## src/lkft_pkg.sv

```systemverilog
`timescale 1ns / 1ps
package lkft_pkg;
   localparam int MAX_ENTRIES_DEF    = 8;
   localparam int FRAGMENT_SLOTS_DEF = 32;
   localparam int NAME_BYTES_DEF     = 10;
   localparam int CARRIED_BYTES      = 10;
   localparam logic [7:0] CHAR_SPACE = 8'h20;
   localparam logic [7:0] CHAR_NUL   = 8'h00;

   // controller to datapath
   typedef struct packed {
      logic load;
      logic compact;
      logic search;
      logic commit;
      logic emit;
   } cmd_type;

   // datapath to controller
   typedef struct packed {
      logic empty;
      logic done;
   } stat_type;
endpackage

```

## src/lkft_ctrl.sv

```systemverilog
`timescale 1ns / 1ps
module lkft_ctrl (
   input  logic              clock,
   input  logic              reset,
   input  logic              req_valid,
   output logic              req_ready,
   output logic              rsp_valid,
   input  logic              rsp_ready,
   input  lkft_pkg::stat_type stat,
   output lkft_pkg::cmd_type  cmd
);
   typedef enum logic [2:0] {
      ST_IDLE, ST_COMPACT, ST_SEARCH, ST_COMMIT, ST_OUT
   } state_type;

   state_type state_ff, state_in;
   logic      rsp_valid_ff, rsp_valid_in;

   always_comb begin
      state_in     = state_ff;
      rsp_valid_in = rsp_valid_ff;
      cmd          = '0;
      if (rsp_valid_ff && rsp_ready) begin
         rsp_valid_in = 1'b0;
      end
      case (state_ff)
         ST_IDLE: begin
            if (req_valid) begin
               cmd.load = 1'b1;
               state_in = ST_COMPACT;
            end
         end
         ST_COMPACT: begin
            cmd.compact = 1'b1;
            state_in    = ST_SEARCH;
         end
         ST_SEARCH: begin
            cmd.search = 1'b1;
            if (stat.done) begin
               state_in = ST_COMMIT;
            end
         end
         ST_COMMIT: begin
            cmd.commit = !stat.empty;
            state_in   = ST_OUT;
         end
         ST_OUT: begin
            // wait until the output register is free
            if (!rsp_valid_ff || rsp_ready) begin
               cmd.emit     = 1'b1;
               rsp_valid_in = 1'b1;
               state_in     = ST_IDLE;
            end
         end
         default: state_in = ST_IDLE;
      endcase
   end

   always_ff @(posedge clock) begin
      if (reset) begin
         state_ff     <= ST_IDLE;
         rsp_valid_ff <= 1'b0;
      end else begin
         state_ff     <= state_in;
         rsp_valid_ff <= rsp_valid_in;
      end
   end

   assign req_ready = (state_ff == ST_IDLE);
   assign rsp_valid = rsp_valid_ff;

   a_one_cmd: assert property (@(posedge clock) disable iff (reset)
      $onehot0(cmd)) else $error("more than one command");
   a_emit_sets_valid: assert property (@(posedge clock) disable iff (reset)
      cmd.emit |=> rsp_valid) else $error("emit without valid");
   a_load_idle: assert property (@(posedge clock) disable iff (reset)
      cmd.load |=> state_ff == ST_COMPACT) else $error("load not followed");
endmodule

```

## src/lkft_datapath.sv

```systemverilog
`timescale 1ns / 1ps
module lkft_datapath #(
   parameter int MAX_ENTRIES    = lkft_pkg::MAX_ENTRIES_DEF,
   parameter int FRAGMENT_SLOTS = lkft_pkg::FRAGMENT_SLOTS_DEF,
   parameter int NAME_BYTES     = lkft_pkg::NAME_BYTES_DEF
) (
   input  logic               clock,
   input  logic               reset,
   input  lkft_pkg::cmd_type  cmd,
   output lkft_pkg::stat_type stat,
   input  logic [63:0]        req_name_low,
   input  logic [15:0]        req_name_high,
   input  logic [7:0]         req_fragment_index,
   input  logic [31:0]        req_now_time,
   input  logic [31:0]        req_purpose_mask,
   output logic               rsp_status,
   output logic [2:0]         rsp_slot,
   output logic [7:0]         rsp_entry_id,
   output logic               rsp_is_new,
   output logic               rsp_evicted,
   output logic               rsp_frag_write,
   output logic [7:0]         rsp_frag_addr,
   output logic [31:0]        rsp_valid_flags,
   output logic               rsp_purpose_met
);
   localparam int SW = (MAX_ENTRIES > 1) ? $clog2(MAX_ENTRIES) : 1;
   localparam int CW = $clog2(MAX_ENTRIES + 1);
   localparam int LB = (NAME_BYTES < lkft_pkg::CARRIED_BYTES) ?
                       NAME_BYTES : lkft_pkg::CARRIED_BYTES;

   // request hold
   logic [79:0] raw_ff;
   logic [7:0]  index_ff;
   logic [31:0] now_ff, mask_ff;
   logic [63:0] key_lo_ff, key_lo_in;
   logic [15:0] key_hi_ff, key_hi_in;
   logic        empty_ff, empty_in;

   // table
   logic                   used_ff [MAX_ENTRIES];
   logic [63:0]            klo_ff  [MAX_ENTRIES];
   logic [15:0]            khi_ff  [MAX_ENTRIES];
   logic [31:0]            stamp_ff[MAX_ENTRIES];
   logic [31:0]            flags_ff[MAX_ENTRIES];
   logic [SW-1:0]          rank_ff [MAX_ENTRIES];
   logic [7:0]             ident_ff[MAX_ENTRIES];
   logic [7:0]             next_id_ff;

   // sequential scan
   logic [CW-1:0] scan_ff;
   logic [SW-1:0] scan_idx;
   logic          hit_ok_ff, free_ok_ff, vic_ok_ff;
   logic [SW-1:0] hit_ff, free_ff, vic_ff;
   logic [CW-1:0] used_cnt_ff;

   // commit stage, kept apart from the output register
   logic [SW-1:0] c_tgt_ff;
   logic          c_new_ff, c_evict_ff, c_fw_ff;
   logic [7:0]    c_id_ff, c_addr_ff;

   // result
   logic        r_status_ff, r_new_ff, r_evict_ff, r_fw_ff, r_met_ff;
   logic [2:0]  r_slot_ff;
   logic [7:0]  r_id_ff, r_addr_ff;
   logic [31:0] r_flags_ff;

   // compaction over the held bytes
   always_comb begin
      logic [7:0]  b;
      logic [4:0]  len;
      logic        stop;
      key_lo_in = '0;
      key_hi_in = '0;
      len       = '0;
      stop      = 1'b0;
      for (int i = 0; i < LB; i++) begin
         b = raw_ff[8*i +: 8];
         if (b == lkft_pkg::CHAR_NUL) begin
            stop = 1'b1;
         end
         if (!stop && b != lkft_pkg::CHAR_SPACE) begin
            for (int j = 0; j < 10; j++) begin
               if (len == 5'(j)) begin
                  if (j < 8) key_lo_in[8*j +: 8] = b;
                  else key_hi_in[8*(j-8) +: 8] = b;
               end
            end
            len = len + 5'd1;
         end
      end
      empty_in = (len == 5'd0);
   end

   assign scan_idx  = scan_ff[SW-1:0];
   assign stat.done = (scan_ff == CW'(MAX_ENTRIES - 1));
   assign stat.empty = empty_ff;

   logic [SW-1:0] tgt;
   logic          full;
   assign full = (used_cnt_ff == CW'(MAX_ENTRIES));
   assign tgt  = hit_ok_ff ? hit_ff : (full ? vic_ff : free_ff);

   always_ff @(posedge clock) begin
      if (cmd.load) begin
         raw_ff   <= {req_name_high, req_name_low};
         index_ff <= req_fragment_index;
         now_ff   <= req_now_time;
         mask_ff  <= req_purpose_mask;
      end
      if (cmd.compact) begin
         key_lo_ff   <= key_lo_in;
         key_hi_ff   <= key_hi_in;
         empty_ff    <= empty_in;
         scan_ff     <= '0;
         hit_ok_ff   <= 1'b0;
         free_ok_ff  <= 1'b0;
         vic_ok_ff   <= 1'b0;
         used_cnt_ff <= '0;
      end
      // one slot per cycle: match, first free, oldest
      if (cmd.search) begin
         if (!stat.done) scan_ff <= scan_ff + CW'(1);
         if (used_ff[scan_idx]) begin
            used_cnt_ff <= used_cnt_ff + CW'(1);
            if (!hit_ok_ff && klo_ff[scan_idx] == key_lo_ff &&
                khi_ff[scan_idx] == key_hi_ff) begin
               hit_ok_ff <= 1'b1;
               hit_ff    <= scan_idx;
            end
         end else if (!free_ok_ff) begin
            free_ok_ff <= 1'b1;
            free_ff    <= scan_idx;
         end
         if (!vic_ok_ff || stamp_ff[scan_idx] < stamp_ff[vic_ff] ||
             (stamp_ff[scan_idx] == stamp_ff[vic_ff] &&
              rank_ff[scan_idx] < rank_ff[vic_ff])) begin
            vic_ok_ff <= 1'b1;
            vic_ff    <= scan_idx;
         end
      end
      if (cmd.commit) begin
         if (!hit_ok_ff) begin
            for (int s = 0; s < MAX_ENTRIES; s++) begin
               if (full && used_ff[s] && rank_ff[s] > rank_ff[vic_ff]) begin
                  rank_ff[s] <= rank_ff[s] - SW'(1);
               end
            end
            klo_ff[tgt]   <= key_lo_ff;
            khi_ff[tgt]   <= key_hi_ff;
            rank_ff[tgt]  <= full ? SW'(MAX_ENTRIES - 1) : used_cnt_ff[SW-1:0];
            ident_ff[tgt] <= next_id_ff;
         end
         if (index_ff < 8'(FRAGMENT_SLOTS)) begin
            flags_ff[tgt] <= (hit_ok_ff ? flags_ff[tgt] : 32'd0) |
                             (32'd1 << index_ff[4:0]);
         end else if (!hit_ok_ff) begin
            flags_ff[tgt] <= '0;
         end
         stamp_ff[tgt] <= now_ff;
         c_tgt_ff   <= tgt;
         c_new_ff   <= !hit_ok_ff;
         c_evict_ff <= !hit_ok_ff && full;
         c_fw_ff    <= index_ff < 8'(FRAGMENT_SLOTS);
         c_addr_ff  <= (index_ff < 8'(FRAGMENT_SLOTS)) ?
                       8'(32'(tgt) * FRAGMENT_SLOTS + 32'(index_ff)) : 8'd0;
         c_id_ff    <= hit_ok_ff ? ident_ff[tgt] : next_id_ff;
      end
      if (cmd.emit) begin
         r_status_ff <= empty_ff;
         if (empty_ff) begin
            r_slot_ff  <= '0;
            r_id_ff    <= '0;
            r_new_ff   <= 1'b0;
            r_evict_ff <= 1'b0;
            r_fw_ff    <= 1'b0;
            r_addr_ff  <= '0;
            r_flags_ff <= '0;
            r_met_ff   <= 1'b0;
         end else begin
            r_slot_ff  <= 3'(c_tgt_ff);
            r_id_ff    <= c_id_ff;
            r_new_ff   <= c_new_ff;
            r_evict_ff <= c_evict_ff;
            r_fw_ff    <= c_fw_ff;
            r_addr_ff  <= c_addr_ff;
            r_flags_ff <= flags_ff[c_tgt_ff];
            r_met_ff   <= (flags_ff[c_tgt_ff] & mask_ff) == mask_ff;
         end
      end
   end

   always_ff @(posedge clock) begin
      if (reset) begin
         next_id_ff <= '0;
         for (int s = 0; s < MAX_ENTRIES; s++) used_ff[s] <= 1'b0;
      end else if (cmd.commit && !hit_ok_ff) begin
         used_ff[tgt] <= 1'b1;
         next_id_ff   <= next_id_ff + 8'd1;
      end
   end

   assign rsp_status      = r_status_ff;
   assign rsp_slot        = r_slot_ff;
   assign rsp_entry_id    = r_id_ff;
   assign rsp_is_new      = r_new_ff;
   assign rsp_evicted     = r_evict_ff;
   assign rsp_frag_write  = r_fw_ff;
   assign rsp_frag_addr   = r_addr_ff;
   assign rsp_valid_flags = r_flags_ff;
   assign rsp_purpose_met = r_met_ff;

   a_no_commit_empty: assert property (@(posedge clock) disable iff (reset)
      cmd.commit |-> !empty_ff) else $error("commit on empty name");
   a_new_free: assert property (@(posedge clock) disable iff (reset)
      cmd.commit && !hit_ok_ff && !full |-> free_ok_ff) else $error("no free slot");
   a_scan_bound: assert property (@(posedge clock) disable iff (reset)
      cmd.search |-> scan_ff < CW'(MAX_ENTRIES)) else $error("scan overrun");
endmodule

```

## src/lru_keyed_fragment_tracker.sv

```systemverilog
`timescale 1ns / 1ps
// Keyed fragment tracker with least-recently-used replacement over a slot table.
// req_ channel: one word per calibration fragment: raw name, fragment index,
// current time and purpose mask. rsp_ channel: one word per request with slot,
// entry id, new/evicted flags, external write address and valid flags.
// An empty name (only spaces or NUL) returns status 1 and changes nothing.
// From req accept to rsp_valid the tracker compacts the name, compares one slot
// per cycle against the table, updates the table and loads the output register.
// A request is not taken before the previous one has reached the output
// register; req_ready is high only while the controller is idle.
// A result waits in the output register while rsp_ready is low; the next
// request is taken meanwhile and its result holds until the register frees.
// Reset (synchronous, active high) empties the table, restarts entry ids at
// zero and drops any pending result.
module lru_keyed_fragment_tracker #(
   parameter int MAX_ENTRIES    = lkft_pkg::MAX_ENTRIES_DEF,
   parameter int FRAGMENT_SLOTS = lkft_pkg::FRAGMENT_SLOTS_DEF,
   parameter int NAME_BYTES     = lkft_pkg::NAME_BYTES_DEF
) (
   input  logic        clock,
   input  logic        reset,
   input  logic        req_valid,
   output logic        req_ready,
   input  logic [63:0] req_name_low,
   input  logic [15:0] req_name_high,
   input  logic [7:0]  req_fragment_index,
   input  logic [31:0] req_now_time,
   input  logic [31:0] req_purpose_mask,
   output logic        rsp_valid,
   input  logic        rsp_ready,
   output logic        rsp_status,
   output logic [2:0]  rsp_slot,
   output logic [7:0]  rsp_entry_id,
   output logic        rsp_is_new,
   output logic        rsp_evicted,
   output logic        rsp_frag_write,
   output logic [7:0]  rsp_frag_addr,
   output logic [31:0] rsp_valid_flags,
   output logic        rsp_purpose_met
);
   lkft_pkg::cmd_type  cmd;
   lkft_pkg::stat_type stat;

   lkft_ctrl u_ctrl (
      .clock, .reset, .req_valid, .req_ready, .rsp_valid, .rsp_ready,
      .stat, .cmd
   );

   lkft_datapath #(
      .MAX_ENTRIES(MAX_ENTRIES), .FRAGMENT_SLOTS(FRAGMENT_SLOTS),
      .NAME_BYTES(NAME_BYTES)
   ) u_dp (
      .clock, .reset, .cmd, .stat,
      .req_name_low, .req_name_high, .req_fragment_index, .req_now_time,
      .req_purpose_mask, .rsp_status, .rsp_slot, .rsp_entry_id, .rsp_is_new,
      .rsp_evicted, .rsp_frag_write, .rsp_frag_addr, .rsp_valid_flags,
      .rsp_purpose_met
   );
endmodule
```

## config.mk

```make
export PLATFORM = sky130hd
export DESIGN_NAME = lru_keyed_fragment_tracker
export DESIGN_NICKNAME = d
export VERILOG_FILES = /design/src/lkft_pkg.sv /design/src/lkft_ctrl.sv /design/src/lkft_datapath.sv /design/src/lru_keyed_fragment_tracker.sv
export SDC_FILE = /design/constraint.sdc
export NUM_CORES = 2
export LEC_CHECK = 0
export ABC_CLOCK_PERIOD_IN_PS = 16820
export BUFFER_PORTS_ARGS = -buffer_cell sky130_fd_sc_hd__buf_2
export CORE_MARGIN = 2
export CORE_UTILIZATION = 40
export CTS_CLUSTER_DIAMETER = 150
export DETAILED_ROUTE_END_ITERATION = 7
export GPL_ROUTABILITY_DRIVEN = 0
export SKIP_LAST_GASP = 1
export SYNTH_ARGS = -nofsm -noshare
export SYNTH_HDL_FRONTEND = slang
export SYNTH_SLANG_ARGS = --single-unit
```

## constraint.sdc

```tcl
create_clock -name clock -period 16.82 [get_ports clock]
set_clock_uncertainty 0.2 [all_clocks]
set_input_delay 1.682 -clock clock [delete_from_list [all_inputs] [get_ports clock]]
set_output_delay 1.682 -clock clock [all_outputs]
set_load 0.03 [all_outputs]
```

==> results by group <==
Status
  • Status: complete, no violations

Clocking
  • H-tree depth: 4
  • Buffer depth of the longest clock path: 3
  • TritonCTS clock tree: done
  • CTS sink count: 1597
  • Clock-pin slew on the worst setup and hold paths: 60 ps
  • PostCTS Resize Cnt: 0
  • Worst-Skew Late Latency: 820 ps
  • Hold Buf Count CTS: 0
  • Postcts setup bufs: 0
  • Total CTS buffers: 169
  • Root buffer cell: clkbuf_16

Global route
  • Pin count of the biggest net entering global routing: 95
  • Vias in the first global route: 42625
  • Antenna violations before repair: 4
  • First-pass GRT wire length: 281000 µm
  • GRT overflow: 0
  • Gr usage total: 20.2%

Floorplan
  • Top Ports: 214
  • Core footprint: 0.181 mm²
  • Standard-cell row count: 156
  • Die Footprint: 0.186 mm²
  • Die Width: 431 µm
  • Die height: 431 µm
  • Starting Density: 40.3%

Timing
  • Hold Fails Final Rpt: 0
  • Final setup fails: 0
  • Unrepaired setup endpoints after global routing: no
  • Setup TNS: 0 ps
  • Final slew viol count: 0
  • Fin crit share: 59.8%
  • Worst hold slack: 261 ps
  • Final Critical Period: 10060 ps
  • Slew @ Worst Pin: 1220 ps
  • Slew headroom: 18.0%
  • Peak Freq: 99.4 MHz

Worst setup path
  • Crit path largest cell delay: 840 ps
  • WP data arrival: 10390 ps
  • Highest-delay cell along the critical path: xnor2_1
  • Worst path buffer plus inverter count: 3
  • Required @ worst endpoint: 17150 ps
  • CP Class: reg2reg
  • Worst Setup SP: u_dp.raw_ff[3]$_DFFE_PP_
  • Most used cell, CP: ha_1
  • FF-to-FF Start: u_dp.raw_ff[3]$_DFFE_PP_
  • Crit-path max FO: 14
  • Crit end category: register
  • Critical path startpoint category: register
  • Largest delay share family, worst path: compound AO/OA/AOI/OAI gates

Place
  • DP Wirelength: 115000 µm
  • IO buf count: 213
  • Placed cell area: 0.0769 mm²

Synth
  • Async set or reset register ratio after synthesis: 0%
  • Synth Instances: 4572
  • Yosys warning count: 0
  • Syn_nets: 4832
  • Post-synth top flop: edfxtp_1
  • Post-synth EDFFs: 1560
  • Syn avg cell area: 16.0 µm²
  • Register area share after synthesis: 65.2%
  • Yosys reg bits: 1597
  • Synthesized area: 0.0730 mm²
  • Post-synth cell types: 98

Detailed routing
  • Drt pass-1 iters: 6
  • Post-route ant nets: 0
  • Via/cell ratio: 5.84
  • Total wire length: 191000 µm
  • DR iter-0 viols: 4510
  • Vias: 42474
  • Drt drc: 0
  • WL per Instance: 26.2 µm

Run
  • # Max-Cap Violations: 0

Layout
  • Fin area: 0.0824 mm²
  • # nets final: 5018
  • Layout cell share with drive strength beyond 1: 22.8%
  • Layout Area Growth over Synthesis: 12.8%

Pwr
  • Pwr Density: 150 mW/mm²
  • Peak supply drop: 0.117 mV
  • Leak: 0.0269 µW

Hold path
  • Hold WC Path Type: reg2reg
  • Hold_sp: u_dp.free_ok_ff$_DFF_P_
==> cell usage after synthesis (6+ instances only) <==
library cell,number,area share [%]
o22a_1,9,0.11
mux2_4,8,0.16
nand2b_1,15,0.13
o311a_1,8,0.11
o21ai_1,7,0.048
o211ai_1,103,1.1
xor2_1,13,0.16
o21ai_0,98,0.67
a311oi_1,11,0.13
nor2b_1,40,0.34
mux2i_1,255,3.5
nor4_1,37,0.32
or4_1,7,0.072
mux4_2,397,12
edfxtp_1,1560,64
clkbuf_1,190,0.98
a32o_1,8,0.11
nand4_1,41,0.35
mux2_1,15,0.23
a21o_1,10,0.10
a22o_1,6,0.072
mux2_2,79,1.2
o21a_1,10,0.10
a41o_1,9,0.12
and2_1,28,0.24
and3_1,23,0.20
a31oi_1,47,0.40
o221ai_1,7,0.084
xnor2_1,100,1.2
a22oi_1,13,0.13
ha_1,103,1.8
a211oi_1,16,0.16
nand2_1,326,1.7
o31ai_1,10,0.10
dfxtp_1,37,1.0
nor2_1,247,1.3
a21oi_1,162,1.1
nor3_1,81,0.56
buf_1,80,0.41
nand3_1,87,0.60
o311ai_0,28,0.34
a221oi_1,7,0.084
inv_1,85,0.44
buf_2,23,0.16
o22ai_1,23,0.20
==> layer usage <==
layer	up-vias	global-route usage, %	wire length (µm)
li1	18648	-	-
met1	21739	28.2	80900
met2	1716	32.0	90200
met3	367	3.52	13400
met4	4	6.94	6030
met5	-	0	21
==> flip-flops by register name (all words and copies together), names as in the netlist, 4 cells and up, named ones only <==
signal                cells
u_dp.now_ff              32
u_dp.index_ff             8
u_dp.used_cnt_ff          4
u_dp.khi_ff             128
u_dp.c_addr_ff            8
u_dp.rsp_entry_id         8
u_dp.flags_ff           256
u_dp.scan_ff              4
u_dp.key_lo_ff           64
u_dp.raw_ff              80
u_dp.key_hi_ff           16
u_dp.klo_ff             512
u_dp.mask_ff             32
u_dp.rsp_valid_flags     32
u_dp.rsp_frag_addr        8
u_dp.c_id_ff              8
u_dp.ident_ff            64
u_dp.stamp_ff           256
u_dp.rank_ff             24
u_dp.used_ff              8
u_dp.next_id_ff           8
==> per-stage QoR <==
| step | utilization (%) | instances | power (µW) | worst slack, ps |
|---|---|---|---|---|
| 2_1_floorplan | - | 4572 | 7740 | 6950 |
| 3_3_place_gp | 42.4 | 6957 | 8720 | 7180 |
| 3_5_place_dp | 42.4 | 6957 | 8770 | 7010 |
| 4_1_cts | 45.5 | 7268 | 12500 | 6930 |
| 5_1_grt | 45.5 | 7269 | 12900 | 6140 |
| 6_report | 45.5 | 7269 | 12400 | 6760 |
==> kinds of logic after synthesis <==
| family | Yosys count | share of synthesized area [%] |
|---|---|---|
| AO/OA/AOI/OAI | 637 | 5.86 |
| XOR/XNOR | 119 | 1.54 |
| adder cells (fa/ha/maj) | 104 | 1.79 |
| buffers and inverters | 385 | 2.04 |
| flip-flops | 1597 | 65.2 |
| multiplexers | 755 | 17.4 |
| AND/OR/NAND/NOR | 975 | 6.25 |
==> cell type report <==
cell class              count  area (µm²)
multi-input cells        2590       24100
repair buffers            311        1830
flip-flops and latches   1597       47600
diodes                      1        2.50
clock buffers             232        4610
inverters                  89         337
well taps                2370        2970
fillers                 15618       98700
clock inverters            79         910
==> cells in the final DEF (no fill, tap or decap), types with 15 or more instances in the layout <==
master and count:
mux4_2 397, buf_4 96, mux2_1 15, nand2b_1 15, xnor2_1 99, nor2_1 237
a31oi_1 47, buf_2 213, edfxtp_1 1560, nand4_1 41, nor4_1 35, mux2_2 79
clkbuf_1 51, mux2i_1 255, ha_1 103, dfxtp_1 28, clkinv_2 25, o311ai_0 28
a211oi_1 16, nor3_1 64, and3_1 23, nand2_1 326, o211ai_1 103, clkbuf_16 171
inv_1 84, nor2b_1 40, nor3_2 20, o21ai_0 98, nand3_1 87, o22ai_1 23
clkinv_1 21, a21oi_1 162, and2_1 27
==> power by group <==
group	switching, µW	total (µW)	internal (µW)
sequential	517	5410	4900
clock	1560	3670	2120
combinational	1840	3310	1480
total	3910	12400	8490
==> worst paths after layout <==
path,endpoint,slack (ps),cells past startpoint
worst max-delay path,u_dp.key_lo_ff[5]$_DFFE_PP_,6760,27
worst min-delay path,u_dp.free_ok_ff$_DFF_P_,260,1
worst max register to register,u_dp.key_lo_ff[5]$_DFFE_PP_,6760,27
worst min register to register,u_dp.free_ok_ff$_DFF_P_,260,1
Note: power is estimated with default switching activity, not from simulation.
